`src/rtl/mlfc_pkg.sv`:
```
// ----------------------------------------------------------------------------
// mlfc_pkg
// Shared types, constants and helpers of the memory LCD frame controller.
// ----------------------------------------------------------------------------
`default_nettype none

package mlfc_pkg;

  // panel geometry
  localparam int PANEL_WIDTH  = 144;
  localparam int PANEL_HEIGHT = 168;

  localparam int STORE_BYTES = (PANEL_WIDTH * PANEL_HEIGHT + 7) / 8;
  localparam int ROW_BYTES   = PANEL_WIDTH / 8;
  localparam int ADDR_W      = $clog2(STORE_BYTES);
  localparam int ROW_CNT_W   = (ROW_BYTES > 1) ? $clog2(ROW_BYTES) : 1;
  localparam int PX_W        = $clog2(PANEL_WIDTH);
  localparam int PY_W        = (PANEL_HEIGHT > 1) ? $clog2(PANEL_HEIGHT) : 1;
  localparam int LIN_W       = $clog2(PANEL_WIDTH * PANEL_HEIGHT);
  localparam int QUEUE_DEPTH = 2;

  // panel command byte bits
  localparam logic [7:0] BIT_WRITE = 8'h80;
  localparam logic [7:0] BIT_VCOM  = 8'h40;
  localparam logic [7:0] BIT_CLEAR = 8'h20;
  localparam logic [7:0] BYTE_ZERO = 8'h00;
  localparam logic [7:0] BYTE_FILL = 8'hff;

  // result kinds
  localparam logic KIND_SERIAL = 1'b0;
  localparam logic KIND_READ   = 1'b1;

  typedef enum logic [1:0] {
    CMD_WRITE = 2'd0,
    CMD_READ  = 2'd1,
    CMD_CLEAR = 2'd2,
    CMD_LINE  = 2'd3
  } cmd_e;

  typedef enum logic [1:0] {
    ROT_0   = 2'd0,
    ROT_90  = 2'd1,
    ROT_180 = 2'd2,
    ROT_270 = 2'd3
  } rot_e;

  typedef enum logic [3:0] {
    ST_INIT,
    ST_IDLE,
    ST_WR_MOD,
    ST_RD_OUT,
    ST_CLR_CMD,
    ST_CLR_TRL,
    ST_CLR_FILL,
    ST_LN_CMD,
    ST_LN_ADDR,
    ST_LN_DATA,
    ST_LN_TRL,
    ST_LN_EXTRA
  } back_state_e;

  // classified operation passed from front to back
  typedef struct packed {
    cmd_e              cmd;
    logic              oob;
    logic              pixel_on;
    logic [2:0]        bit_sel;
    logic [ADDR_W-1:0] addr;
    logic [7:0]        line;
  } mlfc_op_t;

  // bit reversal for lsb-first store bytes shifted out msb first
  function automatic logic [7:0] rev8(input logic [7:0] d);
    logic [7:0] r;
    for (int i = 0; i < 8; i++) begin
      r[i] = d[7-i];
    end
    return r;
  endfunction

endpackage

`default_nettype wire

```
`src/rtl/mlfc_front.sv`:
```
// ----------------------------------------------------------------------------
// mlfc_front
// Accepts requests, holds the rotation register, checks bounds and maps
// logical points to store byte and bit; drops requests with no effect.
// ----------------------------------------------------------------------------
`default_nettype none

module mlfc_front import mlfc_pkg::*; (
  input  wire logic       clk_i,
  input  wire logic       rst_ni,
  // configuration
  input  wire logic       cfg_valid_i,
  output logic            cfg_ready_o,
  input  wire logic [1:0] cfg_rotation_i,
  // request channel
  input  wire logic       in_valid_i,
  output logic            in_stall_o,
  input  wire logic [1:0] cmd_i,
  input  wire logic [8:0] pos_x_i,
  input  wire logic [8:0] pos_y_i,
  input  wire logic       pixel_on_i,
  input  wire logic [7:0] line_index_i,
  // towards the queue
  input  wire logic       q_full_i,
  input  wire logic       init_busy_i,
  output logic            push_o,
  output mlfc_op_t        op_o
);

  localparam logic [9:0] PW = 10'(PANEL_WIDTH);
  localparam logic [9:0] PH = 10'(PANEL_HEIGHT);

  rot_e              rotation_q;
  cmd_e              cmd;
  logic [9:0]        x_w, y_w, lw, lh, px_w, py_w;
  logic [PX_W-1:0]   px;
  logic [PY_W-1:0]   py;
  logic [LIN_W-1:0]  lin, idx_full;
  logic              hit, line_ok, keep;
  logic [ADDR_W-1:0] base;

  // rotation register, always ready
  assign cfg_ready_o = 1'b1;

  always_ff @(posedge clk_i or negedge rst_ni) begin
    if (!rst_ni) begin
      rotation_q <= ROT_0;
    end else if (cfg_valid_i) begin
      rotation_q <= rot_e'(cfg_rotation_i);
    end
  end

  // rotated bounds and panel point
  always_comb begin
    cmd = cmd_e'(cmd_i);
    x_w = {1'b0, pos_x_i};
    y_w = {1'b0, pos_y_i};
    lw  = rotation_q[0] ? PH : PW;
    lh  = rotation_q[0] ? PW : PH;
    case (rotation_q)
      ROT_90: begin
        px_w = PW - 10'd1 - y_w;
        py_w = x_w;
      end
      ROT_180: begin
        px_w = PW - 10'd1 - x_w;
        py_w = PH - 10'd1 - y_w;
      end
      ROT_270: begin
        px_w = y_w;
        py_w = PH - 10'd1 - x_w;
      end
      default: begin
        px_w = x_w;
        py_w = y_w;
      end
    endcase
  end

  assign px       = px_w[PX_W-1:0];
  assign py       = py_w[PY_W-1:0];
  assign lin      = LIN_W'(py) * LIN_W'(PANEL_WIDTH) + LIN_W'(px);
  assign idx_full = lin >> 3;
  assign hit      = (x_w < lw) && (y_w < lh) && (idx_full < LIN_W'(STORE_BYTES));

  // row start for send line
  assign line_ok = {1'b0, line_index_i} < 9'(PANEL_HEIGHT);
  assign base    = ADDR_W'(line_index_i) * ADDR_W'(ROW_BYTES);

  // classification
  always_comb begin
    op_o          = '0;
    op_o.cmd      = cmd;
    op_o.oob      = !hit;
    op_o.pixel_on = pixel_on_i;
    op_o.bit_sel  = px[2:0];
    op_o.line     = line_index_i;
    case (cmd)
      CMD_WRITE: begin
        op_o.addr = idx_full[ADDR_W-1:0];
        keep      = hit;
      end
      CMD_READ: begin
        op_o.addr = idx_full[ADDR_W-1:0];
        keep      = 1'b1;
      end
      CMD_LINE: begin
        op_o.addr = base;
        keep      = line_ok;
      end
      default: begin
        op_o.addr = '0;
        keep      = 1'b1;
      end
    endcase
  end

  assign in_stall_o = q_full_i || init_busy_i;
  assign push_o     = in_valid_i && !in_stall_o && keep;

endmodule

`default_nettype wire

```
`config.mk`:
```
export PLATFORM = sky130hd
export DESIGN_NAME = mlfc_front
export DESIGN_NICKNAME = d
export VERILOG_FILES = /design/src/rtl/mlfc_pkg.sv /design/src/rtl/mlfc_front.sv
export SDC_FILE = /design/constraint.sdc
export NUM_CORES = 1
export LEC_CHECK = 0
export ABC_CLOCK_PERIOD_IN_PS = 4700
export BUFFER_PORTS_ARGS = -buffer_cell sky130_fd_sc_hd__clkbuf_2
export CAP_MARGIN = 15
export CORE_MARGIN = 2
export CORE_UTILIZATION = 30
export CTS_BUF_LIST = sky130_fd_sc_hd__clkbuf_8
export CTS_CLUSTER_DIAMETER = 60
export CTS_CLUSTER_SIZE = 30
export DETAILED_ROUTE_END_ITERATION = 10
export SLEW_MARGIN = 20
export SYNTH_ARGS = -nofsm -noshare
export SYNTH_HDL_FRONTEND = slang
export SYNTH_SLANG_ARGS = --single-unit
```
`constraint.sdc`:
```
create_clock -name clk_i -period 4.7 [get_ports clk_i]
set_input_delay 0.705 -clock clk_i [delete_from_list [all_inputs] [get_ports clk_i]]
set_output_delay 0.705 -clock clk_i [all_outputs]
set_load 0.02 [all_outputs]
```
==> results.txt <==
The via count of the first global-routing pass is between 1,500 and 2,000. Of the total synthesized cell area, the portion taken by AND, OR, NAND and NOR gates is 16.54%. The total power of the final layout is between 700 and 800 uW. The count of buffers added on input and output ports is 63. The worst-case clock skew is 0 ns. The placer's final routability congestion estimate came out at approximately 0.84.

The count of different cell masters after synthesis came out at 59. The adder-cell share of the synthesized area came out at between 20% and 30%. The largest fanout on the critical path came out at 6. The post-detailed-route via-to-cell ratio came out at roughly 5.

The cell-internal power came out at 368.1 uW. Summed over all instances, the cell type with the most area after synthesis is ha_1. met2 is the most crowded layer. A synthesized cell averages between 7 and 8 um^2. The detail-routed net length per standard cell came out at approximately 13 um.

The insertion delay of the later-clocked pin in the worst-skew pair is approximately 0.21 ns. At the worst endpoint, the arrival time is between 3 and 4 ns. Max-cap violations in this run came to 0. The cell sitting at the root of the clock tree is a clkbuf_8.

The run finished, with violations left. The number of warnings reported in the yosys synthesis log is 0. The count of endpoints failing hold in the final timing report is 0. The met3 global-route usage came out at less than 1%. Net switching is a little over half of the power. The via total after detailed routing came out at slightly below 2,000. The final net count is just under 400. The net count after synthesis is about 330. The complex-gate fraction of the synthesized area came out at 25.34%. The effective utilization at floorplan is a little under a third. In this run, CTS created clock tree buffers numbering 3.

The clock slew seen by the registers of the worst setup and hold paths is 0.03 ns. For this run, the leading register cell type out of synthesis is dfrtp_1. The critical path is of the input pin to output pin type. In this run the power density over the cells is 317.7 nW/um^2. TritonCTS built the clock tree. The pre-antenna-repair detailed-routing pass consisted of 7 iterations. The number of design-rule violations left by the first detailed-router iteration is 89. The flip-flop count of the largest register after layout is 2. Of the total power, combinational logic draws 88.4%.

The post-synthesis xor/xnor area fraction is a little under an eighth. Once detail routing completed, the nets flagged for antenna violations numbered 0. The worst setup path is launched from an input pin. STA classifies the critical path endpoint as an output pin. The number of clock sinks is 2. The number of buffers between clock root and the deepest sink came out at 2. The number of buffers added to fix hold violations after cts is 0. The aggregate global routing overflow is 0. The post-synthesis sequential area ratio is 2.497%. The layout overhead on the synthesized area is 22.16%. Setup violations remaining at the end of the flow were counted as 0. Final hold analysis gives a worst-case slack of about 0.27 ns.

Summed over all layers, the routed wires come to approximately 5000 um. The peak clock frequency supported by timing is 0.2221 GHz. The top-level port count is 67. The worst voltage drop across the vdd grid came out at between 0.09 and 0.1 mV. The analysis attributes to cell leakage a power of 1.218 nW. Global routing used around 14% of the available tracks. The number of pins with negative max-slew slack in the final report is 0.

The number of synthesized register bits is 2. More flip-flops sit in one register than any other, and that register is rotation_q. The share of post-route cells with drive strength above 1 came out at 33.65%. The H-tree depth came out at 1. Per report_power, the sequential group accounts for under 10% of the total. The number of flops mapped to enable cells by yosys is 0.

The aggregate negative setup slack came out at 0 ns. The wire length of the first global-routing pass came out at approximately 8500 um. The die covers 7351 um^2. The post-placement setup slack is between 0.06 and 0.07 ns. For this run, global-route usage on met1 was measured as 19.06%. The fraction of post-synthesis cell area in the top cell type by area came out at 21.22%. The final critical delay including setup and external delays came out at 4.502 ns. The class of the tightest hold or removal check is input pin to async pin. In the routed design, unresolved DRC markers number 4.

The clock share of power came out at a little under 9%. The post-route fraction of the period consumed by the critical path came out at a little over nine tenths. Ranked by total cell area, the synthesized netlist is headed by ha_1 21%, mux2i_1 8.0%, xnor2_1 7.4%. The post-synthesis mux area share came out at around 10%. Across all setup checks in the final design, the least slack found is 0.1985 ns. The number of rows in the core area is 29. The final cell count without fillers came out at just under 400. The detailed-placement wirelength estimate is approximately 4400 um. In the global route stage, met2 resource usage came out at between 20% and 30%. The summed instance area of the synthesized netlist came out at ~2000 um^2.

The placeable core region is approximately 6400 um^2. The proportion of register bits with asynchronous set or reset after synthesis is 100.0%. The checks that failed: design-rule violations. The instance count of the mapped netlist came out at 254. The height of the chip came out at 85.74 um. Once placement completed, the tool counted placed cells totaling 385. The initial antenna violation count is 0. The critical path required time is between 3 and 4 ns. After synthesis, the largest family of logic cells by area is compound AO/OA/AOI/OAI gates. In this run the power spent charging and discharging nets is approximately 400 uW. Entering global routing, the biggest net connects 18 pins. The largest registers in the layout are rotation_q x2. The floorplan die width came out at 85.74 um. The number of antenna diodes in the final layout is 0.
==> final timing paths <==
kind | slack, ns | to | cells past startpoint | from
worst max-delay path | 0.20 | push_o | 14 | pos_x_i[4]
worst min-delay path | 0.27 | rotation_q[0]$_DFFE_PN0P_ | 1 | rst_ni
worst max register to register | 3.61 | rotation_q[1]$_DFFE_PN0P_ | 3 | rotation_q[1]$_DFFE_PN0P_
worst min register to register | 0.68 | rotation_q[0]$_DFFE_PN0P_ | 2 | rotation_q[0]$_DFFE_PN0P_
max in group asynchronous | 4.33 | rotation_q[0]$_DFFE_PN0P_ | 1 | rst_ni
min in group clk_i | 0.68 | rotation_q[0]$_DFFE_PN0P_ | 2 | rotation_q[0]$_DFFE_PN0P_
==> synthesized netlist by cell type (2+ instances only) <==
| cell type | instances |
|---|---|
| ha_1 | 34 |
| nand2_1 | 25 |
| nor2_1 | 17 |
| xnor2_1 | 17 |
| inv_1 | 16 |
| mux2i_1 | 16 |
| a21oi_1 | 14 |
| buf_4 | 13 |
| o21ai_0 | 12 |
| nor2b_1 | 5 |
| o22ai_1 | 5 |
| xor2_1 | 5 |
| mux2_2 | 4 |
| a211oi_1 | 3 |
| a21o_1 | 3 |
| a22o_1 | 3 |
| clkbuf_1 | 3 |
| fa_1 | 3 |
| nand3_1 | 3 |
| o21bai_1 | 3 |
| o31a_1 | 3 |
| a2111oi_2 | 2 |
| a22oi_1 | 2 |
| dfrtp_1 | 2 |
| nand2b_1 | 2 |
| nand3b_1 | 2 |
| o211ai_1 | 2 |
| o21a_1 | 2 |
| o21ai_1 | 2 |
| or2_2 | 2 |
==> critical path, stage by stage <==
cell,delay [ns]
clkbuf_2,0.13
o211ai_1,0.30
mux2_2,0.40
nand2_1,0.08
ha_1,0.23
ha_1,0.41
nand3_1,0.18
a21o_1,0.22
a211oi_1,0.30
o2111a_1,0.26
a211oi_2,0.06
o21ai_2,0.20
o2bb2ai_1,0.13
clkbuf_2,0.18
==> what timing repair did <==
item,in CTS,in global routing
setup endpoints to repair,0,4
gates resized for setup,0,13
buffers inserted,0,1
==> through the flow <==
stage	utilization, %	instance area, um^2
2_1_floorplan	-	2009
3_3_place_gp	36.72	2359
3_5_place_dp	36.72	2359
4_1_cts	37.37	2400
5_1_grt	38.13	2449
6_report	38.13	2449
==> cell usage in the layout, fill, tap and decap left out, types with 9 or more instances in the layout <==
cell type  synthesis  final
a21oi_1           14     11
ha_1              34     33
mux2i_1           16     16
inv_1             16     16
o21ai_0           12     11
buf_4             13      9
nand2_1           25     24
xnor2_1           17     16
nor2_1            17     16
clkbuf_2           0     63
==> power by group through the flow <==
stage / sequential (mW) / clock (mW) / combinational, mW
6_report: 0.0212 / 0.0689 / 0.688
2_1_floorplan: 0.0199 / 0 / 0.508
5_1_grt: 0.0216 / 0.0731 / 0.773
3_3_place_gp: 0.0206 / 0 / 0.661
3_5_place_dp: 0.0206 / 0 / 0.663
4_1_cts: 0.0204 / 0.0711 / 0.667
==> logic make-up after synthesis <==
| group | Yosys count |
|---|---|
| AOI/OAI and AO/OA | 70 |
| xor gates and xnor gates | 24 |
| adders and majority gates | 37 |
| buffers and inverters | 34 |
| DFF | 2 |
| muxes | 20 |
| other | 1 |
| and+or+nand+nor | 66 |
==> area by class of cell <==
type | count | area [um^2]
clock buffers | 3 | 41.29
fillers | 691 | 3974
inverters | 17 | 66.31
multi-input cells | 218 | 1810
flip-flops and latches | 2 | 51.30
well taps | 77 | 96.34
repair buffers | 72 | 382.9
==> metal layers <==
metal | share of wire [%] | vias to the layer above
li1 | - | 1022
met1 | 47 | 882
met2 | 49 | 31
met3 | 2.9 | 6
met4 | 1.0 | 0
met5 | 0 | -
No activity file was read; power rests on OpenSTA's default activity.
