**src/rtl/mlfc_pkg.sv**
```systemverilog
// ----------------------------------------------------------------------------
// mlfc_pkg
// Shared types, constants and helpers of the memory LCD frame controller.
// ----------------------------------------------------------------------------
`default_nettype none

package mlfc_pkg;

  // panel geometry
  localparam int PANEL_WIDTH  = 144;
  localparam int PANEL_HEIGHT = 168;

  localparam int STORE_BYTES = (PANEL_WIDTH * PANEL_HEIGHT + 7) / 8;
  localparam int ROW_BYTES   = PANEL_WIDTH / 8;
  localparam int ADDR_W      = $clog2(STORE_BYTES);
  localparam int ROW_CNT_W   = (ROW_BYTES > 1) ? $clog2(ROW_BYTES) : 1;
  localparam int PX_W        = $clog2(PANEL_WIDTH);
  localparam int PY_W        = (PANEL_HEIGHT > 1) ? $clog2(PANEL_HEIGHT) : 1;
  localparam int LIN_W       = $clog2(PANEL_WIDTH * PANEL_HEIGHT);
  localparam int QUEUE_DEPTH = 2;

  // panel command byte bits
  localparam logic [7:0] BIT_WRITE = 8'h80;
  localparam logic [7:0] BIT_VCOM  = 8'h40;
  localparam logic [7:0] BIT_CLEAR = 8'h20;
  localparam logic [7:0] BYTE_ZERO = 8'h00;
  localparam logic [7:0] BYTE_FILL = 8'hff;

  // result kinds
  localparam logic KIND_SERIAL = 1'b0;
  localparam logic KIND_READ   = 1'b1;

  typedef enum logic [1:0] {
    CMD_WRITE = 2'd0,
    CMD_READ  = 2'd1,
    CMD_CLEAR = 2'd2,
    CMD_LINE  = 2'd3
  } cmd_e;

  typedef enum logic [1:0] {
    ROT_0   = 2'd0,
    ROT_90  = 2'd1,
    ROT_180 = 2'd2,
    ROT_270 = 2'd3
  } rot_e;

  typedef enum logic [3:0] {
    ST_INIT,
    ST_IDLE,
    ST_WR_MOD,
    ST_RD_OUT,
    ST_CLR_CMD,
    ST_CLR_TRL,
    ST_CLR_FILL,
    ST_LN_CMD,
    ST_LN_ADDR,
    ST_LN_DATA,
    ST_LN_TRL,
    ST_LN_EXTRA
  } back_state_e;

  // classified operation passed from front to back
  typedef struct packed {
    cmd_e              cmd;
    logic              oob;
    logic              pixel_on;
    logic [2:0]        bit_sel;
    logic [ADDR_W-1:0] addr;
    logic [7:0]        line;
  } mlfc_op_t;

  // bit reversal for lsb-first store bytes shifted out msb first
  function automatic logic [7:0] rev8(input logic [7:0] d);
    logic [7:0] r;
    for (int i = 0; i < 8; i++) begin
      r[i] = d[7-i];
    end
    return r;
  endfunction

endpackage

`default_nettype wire

```
**src/rtl/mlfc_queue.sv**
```systemverilog
// ----------------------------------------------------------------------------
// mlfc_queue
// Short queue of classified operations between front and back.
// ----------------------------------------------------------------------------
`default_nettype none

module mlfc_queue import mlfc_pkg::*; (
  input  wire logic     clk_i,
  input  wire logic     rst_ni,
  input  wire logic     push_i,
  input  mlfc_op_t      op_i,
  output logic          full_o,
  input  wire logic     pop_i,
  output logic          empty_o,
  output mlfc_op_t      head_o
);

  localparam int PTR_W = (QUEUE_DEPTH > 1) ? $clog2(QUEUE_DEPTH) : 1;
  localparam int CNT_W = $clog2(QUEUE_DEPTH + 1);

  mlfc_op_t             entry_q [QUEUE_DEPTH];
  logic [PTR_W-1:0]     wr_ptr_q, wr_ptr_d, rd_ptr_q, rd_ptr_d;
  logic [CNT_W-1:0]     count_q, count_d;

  assign full_o  = (count_q == CNT_W'(QUEUE_DEPTH));
  assign empty_o = (count_q == '0);
  assign head_o  = entry_q[rd_ptr_q];

  // pointer and fill level
  always_comb begin
    wr_ptr_d = wr_ptr_q;
    rd_ptr_d = rd_ptr_q;
    count_d  = count_q;
    if (push_i) begin
      wr_ptr_d = (wr_ptr_q == PTR_W'(QUEUE_DEPTH - 1)) ? '0 : wr_ptr_q + 1'b1;
    end
    if (pop_i) begin
      rd_ptr_d = (rd_ptr_q == PTR_W'(QUEUE_DEPTH - 1)) ? '0 : rd_ptr_q + 1'b1;
    end
    case ({push_i, pop_i})
      2'b10:   count_d = count_q + 1'b1;
      2'b01:   count_d = count_q - 1'b1;
      default: count_d = count_q;
    endcase
  end

  always_ff @(posedge clk_i or negedge rst_ni) begin
    if (!rst_ni) begin
      wr_ptr_q <= '0;
      rd_ptr_q <= '0;
      count_q  <= '0;
    end else begin
      wr_ptr_q <= wr_ptr_d;
      rd_ptr_q <= rd_ptr_d;
      count_q  <= count_d;
    end
  end

  // entry storage
  always_ff @(posedge clk_i) begin
    if (push_i) begin
      entry_q[wr_ptr_q] <= op_i;
    end
  end

endmodule

`default_nettype wire

```
**config.mk**
```make
export PLATFORM = sky130hd
export DESIGN_NAME = mlfc_queue
export DESIGN_NICKNAME = d
export VERILOG_FILES = /design/src/rtl/mlfc_pkg.sv /design/src/rtl/mlfc_queue.sv
export SDC_FILE = /design/constraint.sdc
export NUM_CORES = 1
export LEC_CHECK = 0
export BUFFER_PORTS_ARGS = -buffer_cell sky130_fd_sc_hd__buf_2
export CAP_MARGIN = 30
export CELL_PAD_IN_SITES_DETAIL_PLACEMENT = 1
export CELL_PAD_IN_SITES_GLOBAL_PLACEMENT = 1
export CORE_UTILIZATION = 47
export CTS_CLUSTER_DIAMETER = 50
export CTS_CLUSTER_SIZE = 20
export DETAILED_ROUTE_END_ITERATION = 7
export PLACE_DENSITY_LB_ADDON = 0.12
export SKIP_LAST_GASP = 1
export SYNTH_ARGS = -nofsm -noshare
export SYNTH_HDL_FRONTEND = slang
export SYNTH_SLANG_ARGS = --single-unit
```
**constraint.sdc**
```tcl
create_clock -name clk_i -period 5 [get_ports clk_i]
set_clock_uncertainty 0.2 [all_clocks]
set_input_delay 0.25 -clock clk_i [delete_from_list [all_inputs] [get_ports clk_i]]
set_output_delay 0.25 -clock clk_i [all_outputs]
set_load 0.01 [all_outputs]
```
==> results of run 1 <==
==> area by class of cell <==
type	instances	area (um2)
fill	401	1430
tap	52	65.1
multi-input combinational	38	458
inverter	1	3.75
clock buffer	9	124
clock inverter	6	25.0
timing repair buffer	92	618
sequential	58	1720
==> final timing paths <==
check,from,endpoint,slack [ns]
min reg2reg,count_q[1]$_DFFE_PN0P_,count_q[1]$_DFFE_PN0P_,0.30
min in group clk_i,count_q[1]$_DFFE_PN0P_,count_q[1]$_DFFE_PN0P_,0.30
min,rst_ni,count_q[1]$_DFFE_PN0P_,0.07
max,rd_ptr_q$_DFFE_PN0P_,head_o[14],2.72
max reg2reg,wr_ptr_q$_DFFE_PN0P_,entry_q[1][22]$_DFFE_PP_,3.54
max in group asynchronous,rst_ni,rd_ptr_q$_DFFE_PN0P_,4.39
==> Yosys cell counts (all sizes together) <==
cell / instances / area [um2]
dfrtp: 4 / 100
ha: 1 / 12.5
nor2: 3 / 11.3
nor2b: 1 / 6.26
xor2: 3 / 26.3
edfxtp: 54 / 1620
xnor2: 2 / 17.5
buf: 3 / 51.3
and2: 1 / 6.26
mux2: 27 / 375
inv: 1 / 3.75
==> stage by stage <==
step | std cells | power [W] | hold WS (ns) | setup WS (ns) | util, %
5_1_grt | 256 | 0.00159 | 0.0645 | 2.62 | 67.8
3_5_place_dp | 211 | 0.00117 | -0.132 | 3.05 | 57.7
3_3_place_gp | 211 | 0.00115 | -0.136 | 3.09 | 57.7
6_report | 256 | 0.00151 | 0.0678 | 2.72 | 67.8
2_1_floorplan | 100 | 0.00105 | -0.246 | 2.84 | -
4_1_cts | 256 | 0.00152 | 0.0530 | 2.69 | 67.8
==> cell families (layout without fill, tap and decap cells) <==
| family | Yosys count | count (layout) | share of synthesized area (%) |
|---|---|---|---|
| DFF | 58 | 58 | 77.1 |
| muxes | 27 | 27 | 16.8 |
| xor gates and xnor gates | 5 | 5 | 1.96 |
| and+or+nand+nor | 5 | 5 | 1.07 |
| buffers and inverters | 4 | 108 | 2.47 |
| adders and majority gates | 1 | 1 | 0.560 |
==> worst max-delay path, cell delays in order (launching register included) <==
cell and delay [ns]:
sky130_fd_sc_hd__dfrtp_1 0.56, sky130_fd_sc_hd__buf_4 0.43, sky130_fd_sc_hd__mux2_2 0.38, sky130_fd_sc_hd__buf_2 0.14
==> metal layers <==
| layer | vias to the layer above | GRT usage [%] |
|---|---|---|
| met3 | 4 | 4.70 |
| li1 | 586 | - |
| met5 | - | 0 |
| met2 | 40 | 33.1 |
| met4 | 0 | 10.0 |
| met1 | 609 | 20.7 |
==> registers in the layout, indices dropped and copies added (netlist names) <==
register and cells:
entry_q 54, count_q 2, rd_ptr_q 1, wr_ptr_q 1
==> layout by cell type, fill, tap and decap left out <==
cell type,Yosys,layout
sky130_fd_sc_hd__clkinv_1,0,4
sky130_fd_sc_hd__dlygate4sd3_1,0,30
sky130_fd_sc_hd__nor2_1,3,2
sky130_fd_sc_hd__edfxtp_1,54,54
sky130_fd_sc_hd__clkbuf_8,0,9
sky130_fd_sc_hd__clkinv_2,0,2
sky130_fd_sc_hd__xor2_1,3,3
sky130_fd_sc_hd__nor2_2,0,1
sky130_fd_sc_hd__nor2b_1,1,1
sky130_fd_sc_hd__ha_1,1,1
sky130_fd_sc_hd__buf_2,0,59
sky130_fd_sc_hd__mux2_4,19,19
sky130_fd_sc_hd__inv_1,1,1
sky130_fd_sc_hd__buf_4,0,3
sky130_fd_sc_hd__xnor2_1,2,2
sky130_fd_sc_hd__dfrtp_1,4,4
sky130_fd_sc_hd__mux2_2,8,8
sky130_fd_sc_hd__and2_1,1,1
==> power groups by stage <==
stage,Sequential [W],Clock [W],Combinational (W)
6_report,0.000696,0.000330,0.000481
2_1_floorplan,0.000684,0,0.000362
5_1_grt,0.000707,0.000362,0.000517
3_5_place_dp,0.000706,0,0.000466
4_1_cts,0.000697,0.000341,0.000485
3_3_place_gp,0.000698,0,0.000456
==> timing repair <==
| action | in CTS | in global routing |
|---|---|---|
| endpoints found under the hold margin | 60 | 0 |
| setup endpoints to repair | 0 | 0 |
| hold buffers | 30 | 0 |
==> impl_summary.md, run 1 <==
Route
The final wirelength is about 4.2 mm. After the first detailed-routing iteration, the DRC count stood at 47. In this run the remaining antenna-violating nets after routing total 0. For this block, the via count after detailed routing is between 1,000 and 1,500. The wire length on met2 is roughly 2.3 mm. After detailed routing, the average wire length per cell comes to about 16 um. The detailed-route wire length on metal 1 is roughly 1.6 mm. In the routed design, unresolved DRC markers number 0. After detailed routing, the number of vias per cell comes to approximately 4.8.

In the detailed route, the total length drawn on met3 is 182 um. The top routing layer in use is met4. The pre-antenna-repair detailed-routing pass consisted of 6 iterations.

Synth
The cell count after synthesis came out at 100. The sequential share of the synthesized area is between 70 and 80%. The netlist uses 13 different library cells. The number of nets in the synthesized netlist is between 100 and 150. Synthesis inferred 58 register bits. Yosys printed 0 warnings.

The synthesized area per cell is 22.3 um2. The combined area of all synthesized cells is ~0.0022 mm2.

CTS
In this run, post-CTS repair resized a total of 0 instances. TritonCTS built the clock tree. Once the clock tree was built, the setup fixing pass inserted 0 buffers. The clock drives between 50 and 60 sinks. The H-tree generated during clock tree synthesis spans 3 levels. The worst-skew pair later-pin latency is between 0.3 and 0.4 ns. The CTS buffer count is 9. The clock passes through at most 2 buffers. Clock-pin slew was measured on the worst setup and hold paths at 0.06 ns. The root buffer cell chosen for the clock tree is sky130_fd_sc_hd__clkbuf_8.

Floorplanning
The starting density of the core is between 50% and 60%. Measured along the y axis, the die boundary spans 70.9 um. The number of ports placed on the die boundary is 60. The core region is about 0.0044 mm2. The die is 70.9 um wide. The die covers just over 0.005 mm2. The site row count is 24.

Layout
The area growth from synthesis to layout is 35.1%. The finished cells cover about 0.003 mm2. The number of inserted diodes is 0. The fraction of final layout cells sized beyond drive strength 1 is around half.

The number of nets in the final layout is 232.

Power and ir drop
The sequential share of power is 46.2%. The clock network burns 21.9% of the power. The combinational group share of total power is 31.9%. The worst-case vdd ir drop is 246 uV. The switching portion of total power is ~29%. Summed over all nets, the switching power comes to ~0.00044 W.

Power spread over the standard cell area amounts to around 500 mW/mm2. Cell internal power was estimated by the tool at roughly 0.0011 W. In this run the static leakage power is around 1.2 nW.

Worst hold path
The path category of the worst min-delay check is in2async.

Timing
The hold violation count in the final report is 0. The headroom to the max-slew limit is around 75%. The total count of max-transition violations in the final report was 0. The post-route setup TNS is 0 ns. For this run, the top clock speed supported by timing is 439 MHz. The share of the clock period used by the worst path is 45.5%. The pin slew with the least headroom to its limit is about 0.38 ns.

The final-report setup violation count is 0. Setup repair after global routing left no endpoint under its margin. The worst path in the final design needs a cycle of approximately 2.3 ns, including I/O delays and setup.

Global routing
For this run the aggregate overflow at the end of global routing stands at 0. The pin count of the biggest net entering global routing is 28. Global routing used between 10% and 20% of the available tracks.

The number of global-route vias before repair is about 1,400. The number of antenna violations at the first check in global routing is 0. The first global-routing pass estimated approximately 6.7 mm of wire.

Status
The run finished with clean final reports.

Worst setup path
The worst register-to-register path has a depth of 2. The arrival time of data at the critical path endpoint is around 1.8 ns. STA classifies the critical path startpoint as a register.

The worst setup path is captured at a primary output. For the worst setup path, the data required time is ~4.6 ns. The setup path with the least slack is of type reg2out. Of all nets on the critical path, the largest fanout is 20.

Place
The placed cell area is ~0.0026 mm2. During placement, the flow inserted port buffers numbering 59. At the end of routability-driven placement, the weighted congestion stood at 0.617. The detailed-placement wirelength estimate is approximately 2.4 mm.

Run
The tool flagged a number of max-cap violations equal to 0.
No activity file was read; power rests on OpenSTA's default activity.
==> run 2, diff against run 1 <==
- ABC_AREA: unset -> 1
- CORE_UTILIZATION: 47 -> 41
- clock period: 5 -> 2.3 ns (I/O delays scaled with it)
==> run 2 against run 1 <==
  * Power grew 120%
  * Count of clock-buffer cells in the layout grew 4
  * Utilization shrank 8.4 points
  * Sequential share of layout area shrank 1.7 points
  * Cell count grew 32%
  * Flip-flop and latch count is the same
  * Design area grew 3.2%
  * Worst setup slack lost 2.3 ns
  * Highest routed layer unchanged
  * Sequential power grew 120%
  * Synthesized cell count grew 65%
==> impl_summary.md, run 2 <==
Synth
The synthesized area per cell was 13.9 um2 (was 22.3 um2). The top cell type by total area after synthesis is sky130_fd_sc_hd__edfxtp_1 (unchanged). The net count after synthesis is 197 (was 132).

The combined area of all synthesized cells is 0.00229 mm2 (was 0.00223 mm2). The number of distinct standard cells referenced by the synthesized netlist is 14 (was 13). The proportion of register bits with asynchronous set or reset after synthesis is 6.90% (unchanged). The number of enable flip-flop cells after synthesis was 54 (unchanged).

The leading cell type by number of instances after synthesis was sky130_fd_sc_hd__edfxtp_1 (unchanged). The portion of synthesized cell area occupied by the leading cell type came to 70.8% (was 72.6%). The number of warning messages in the yosys log is 0 (unchanged).

The sequential share of the synthesized area is 75.2% (was 77.1%). The register bit total from synthesis came to 58 (unchanged). Top post-synthesis cells by count: sky130_fd_sc_hd__edfxtp_1 (54), sky130_fd_sc_hd__inv_1 (33), sky130_fd_sc_hd__nand2_1 (32), sky130_fd_sc_hd__o21ai_2 (16), sky130_fd_sc_hd__o21ai_1 (7) (was sky130_fd_sc_hd__edfxtp_1 (54), sky130_fd_sc_hd__mux2_4 (19), sky130_fd_sc_hd__mux2_2 (8), sky130_fd_sc_hd__dfrtp_1 (4)).

The commonest register cell after synthesis is sky130_fd_sc_hd__edfxtp_1 (unchanged). The cell count after synthesis came to 165 (was 100). Top area cells in the synthesized netlist: sky130_fd_sc_hd__edfxtp_1 (71%), sky130_fd_sc_hd__o21ai_2 (6.1%), sky130_fd_sc_hd__inv_1 (5.4%) (was sky130_fd_sc_hd__edfxtp_1 (73%), sky130_fd_sc_hd__mux2_4 (13%), sky130_fd_sc_hd__dfrtp_1 (4.5%)).

Place
The global placement routability congestion is 0.662 (was 0.617). The count of buffers inserted at the top-level ports was 59 (unchanged). The detailed-placement wirelength estimate was 3.09 mm (was 2.41 mm). The placed cell area is 0.00266 mm2 (was 0.00257 mm2).

Timing
The total count of max-transition violations in the final report is 0 (unchanged). The time the final worst path needs with I/O delays and setup is 1.83 ns. The highest achievable clock rate is approximately 550 MHz. The hold violation count in the final report was 0 (unchanged). The pin slew with the least headroom to its limit is 0.382 ns (was 0.376 ns).

The post-route setup TNS was 0 ns (unchanged). The final-report setup violation count came to 0 (unchanged). The headroom to the max-slew limit is 74.6% (was 74.9%). The share of the clock period used by the worst path is roughly 80%. The minimum hold slack came to 0.308 ns (was 0.0678 ns). Unrepaired setup endpoints after global routing: no (unchanged).

Layout
Most frequent cells in the layout: sky130_fd_sc_hd__buf_2 (59), sky130_fd_sc_hd__edfxtp_1 (54), sky130_fd_sc_hd__inv_1 (33), sky130_fd_sc_hd__nand2_1 (32), sky130_fd_sc_hd__dlygate4sd3_1 (31) (was sky130_fd_sc_hd__buf_2 (59), sky130_fd_sc_hd__edfxtp_1 (54), sky130_fd_sc_hd__dlygate4sd3_1 (30), sky130_fd_sc_hd__mux2_4 (19), sky130_fd_sc_hd__clkbuf_8 (9)). The fraction of final layout cells sized beyond drive strength 1 was 34.0% (was 49.5%). The share of the core filled with cells in the final layout came to 59.4% (was 67.8%). The number of inserted diodes was 0 (unchanged). The most common cell after layout, fill and taps aside is sky130_fd_sc_hd__buf_2 (unchanged). The number of nets in the final layout came to 297 (was 232). The number of fillers in the final layout is 553 (was 401).

Leading registers by flop count: entry_q: 54 flops, count_q: 2 flops (unchanged). The summed area of non-filler cells in the final layout came to 0.00311 mm2 (was 0.00302 mm2). The largest register by flop count is entry_q (unchanged). The flip-flop count of the largest register after layout was 54 (unchanged). The signed area change from the synthesized netlist to the final layout came to 35.9% (was 35.1%).

Route
The detailed-route vias per instance is 4.54 (was 4.84). The final routed wire length divided by cell count is 13.7 um (was 16.3 um). The first-pass detailed-route iteration total is 4 (was 6). The number of nets still failing antenna checks after routing is 0 (unchanged). The detailed-route via count came to 1,536 (was 1,239).

The detailed-route DRC error count is 0 (unchanged). The iteration-0 DRC count of the detailed router was 61 (was 47). The final wirelength is 4.63 mm (was 4.18 mm).

Worst setup path
The worst flop-to-flop path endpoint is entry_q[1][8]$_DFFE_PP_ (was entry_q[1][22]$_DFFE_PP_). The startpoint class of the critical path was a register (unchanged). The critical path required time is 1.99 ns (was 4.55 ns). The register-to-register setup slack is 0.81 ns (was 3.54 ns). The highest cell delay on the worst timing path is 0.60 ns (was 0.56 ns).

Series of cell instances along the critical path: buf_12 > nand2_1 > o21ai_2 > buf_2 (was buf_4 > mux2_2 > buf_2). The critical path class is reg2out (unchanged). The arrival time of data at the critical path endpoint is 1.52 ns (was 1.83 ns). The largest driver fanout on the critical path came to 34 (was 20). The slowest cell on the critical path is sky130_fd_sc_hd__dfrtp_2 (was sky130_fd_sc_hd__dfrtp_1). The sort of element at the end of the critical path is a primary output (unchanged).

The timing startpoint of the critical path is rd_ptr_q$_DFFE_PN0P_ (unchanged). The reg-to-reg critical path startpoint is wr_ptr_q$_DFFE_PN0P_ (unchanged). The number of cell instances on the worst register-to-register path is 3 (was 2).

Status
Result of the run: finished clean (unchanged).

Floorplanning
The starting density of the core is 43.7% (was 50.2%). The horizontal extent of the die was 76.7 um (was 70.9 um). The core area is 0.00524 mm2 (was 0.00444 mm2). The area of the die is 0.00589 mm2 (was 0.00503 mm2). The site row count came to 26 (was 24).

The number of ports placed on the die boundary was 60 (unchanged). The vertical die dimension is 76.7 um (was 70.9 um).

Worst hold path
Along the worst hold path, the cell count comes to 2. The path category of the worst min-delay check is in2reg (was in2async). For hold timing, the worst endpoint is entry_q[1][25]$_DFFE_PP_. In this run the most critical hold path is launched from op_i[25].

Power and ir drop
The sequential share of power was 45.6% (was 46.2%). The post-route total power came to 0.00338 W (was 0.00151 W). The switching portion of total power was 33.6% (was 29.0%).

The internal power component is 0.00224 W (was 0.00107 W). The areal power density over the cells is 1090 mW/mm2 (was 500 mW/mm2). The worst-case vdd ir drop is 558 uV (was 246 uV). The net switching power is 0.00114 W (was 0.000437 W). The clock network fraction of design power is 21.6% (was 21.9%).

The leakage power of the design came to 1.36 nW (was 1.23 nW). The combinational group share of total power is 32.8% (was 31.9%).

CTS
The clock sink total is 58 (unchanged). The buffer depth of the longest clock path is 2 (unchanged). The maximum level of the CTS H-tree was 3 (unchanged). The CTS buffer count is 9 (unchanged). The post-CTS setup-driven buffer insertion count came to 0 (unchanged).

The master cell of the clock root buffer is sky130_fd_sc_hd__clkbuf_8 (unchanged). The TritonCTS clock tree is done (unchanged). The worst-skew pair later-pin latency is 0.33 ns (was 0.31 ns). The clock-pin slew of the registers on the worst-case setup and hold paths is 0.06 ns (about the same). The count of cells resized by post-cts repair is 0 (unchanged). The number of hold buffers added after cts was 31 (was 30).

Global routing
The layer with the highest usage is met2 (unchanged). The met3 demand-to-capacity share in global routing is 4.40% (was 4.70%). The pin count of the biggest net entering global routing came to 35 (was 28). The overflow left after global routing is 0 (unchanged). The total global-route track usage is 17.7% (was 18.7%). The wire length of the first global-routing pass is 7.58 mm (was 6.67 mm). The met2 track utilization from global routing is 31.0% (was 33.1%).

The number of global-route vias before repair is 1,635 (was 1,384). The met1 usage is 19.0% (was 20.7%). The number of antenna violations at the first check in global routing came to 0 (unchanged).

Run
The count of maximum capacitance violations is 0 (unchanged).
[run 2: worst max-delay path by stage]
stage	end	slack (ns)
finish	head_o[3]	0.47
global route	head_o[3]	0.32
CTS	head_o[12]	0.43
detailed placement	head_o[12]	0.78
global placement	head_o[21]	0.83
floorplan	entry_q[0][0]$_DFFE_PP_	0.13
[run 2: final cells by class]
cell class                      instances  area [um2]  area share (%)
Clock buffer                           13         139            4.46
Clock inverter                          1        3.75           0.121
Inverter                               33         124            3.98
Multi-Input combinational cell         68         379            12.2
Sequential cell                        58        1720            55.4
Tap cell                               70        87.6            2.81
Timing Repair Buffer                   95         656            21.1
[run 2: routing by layer]
metal | share of wire, % | vias to the layer above
met5 | 0 | -
met2 | 52 | 50
met3 | 5.4 | 13
met1 | 40 | 724
met4 | 2.0 | 0
li1 | - | 749
[run 2: metrics by stage]
step | setup WS [ns] | cells
finish | 0.465 | 338
global route | 0.325 | 338
CTS | 0.426 | 338
detailed placement | 0.780 | 293
global placement | 0.833 | 293
floorplan | 0.130 | 165
[run 2: kinds of logic after synthesis]
| logic type | count (synthesis) | share of synthesized area (%) |
|---|---|---|
| buffers and inverters | 39 | 8.36 |
| AND/OR/NAND/NOR | 37 | 6.23 |
| AO/OA/AOI/OAI | 27 | 8.52 |
| XOR/XNOR | 3 | 1.15 |
| flip-flops | 58 | 75.2 |
| adder cells (fa/ha/maj) | 1 | 0.546 |
[run 2: worst max-delay path, delay by kind of cell (launching register included)]
kind | cells | cell delay [ns]
buffers and inverters | 2 | 0.41
AO/OA/AOI/OAI | 1 | 0.07
flip-flops | 1 | 0.60
AND/OR/NAND/NOR | 1 | 0.10
[run 2: power groups by stage]
stage	Sequential [W]	Combinational, W	Clock [W]
final	0.00154	0.00111	0.000729
after global routing	0.00157	0.00122	0.000787
after CTS	0.00154	0.00113	0.000744
after detailed placement	0.00157	0.00109	0
after global placement	0.00154	0.00104	0
after floorplan	0.00149	0.000778	0
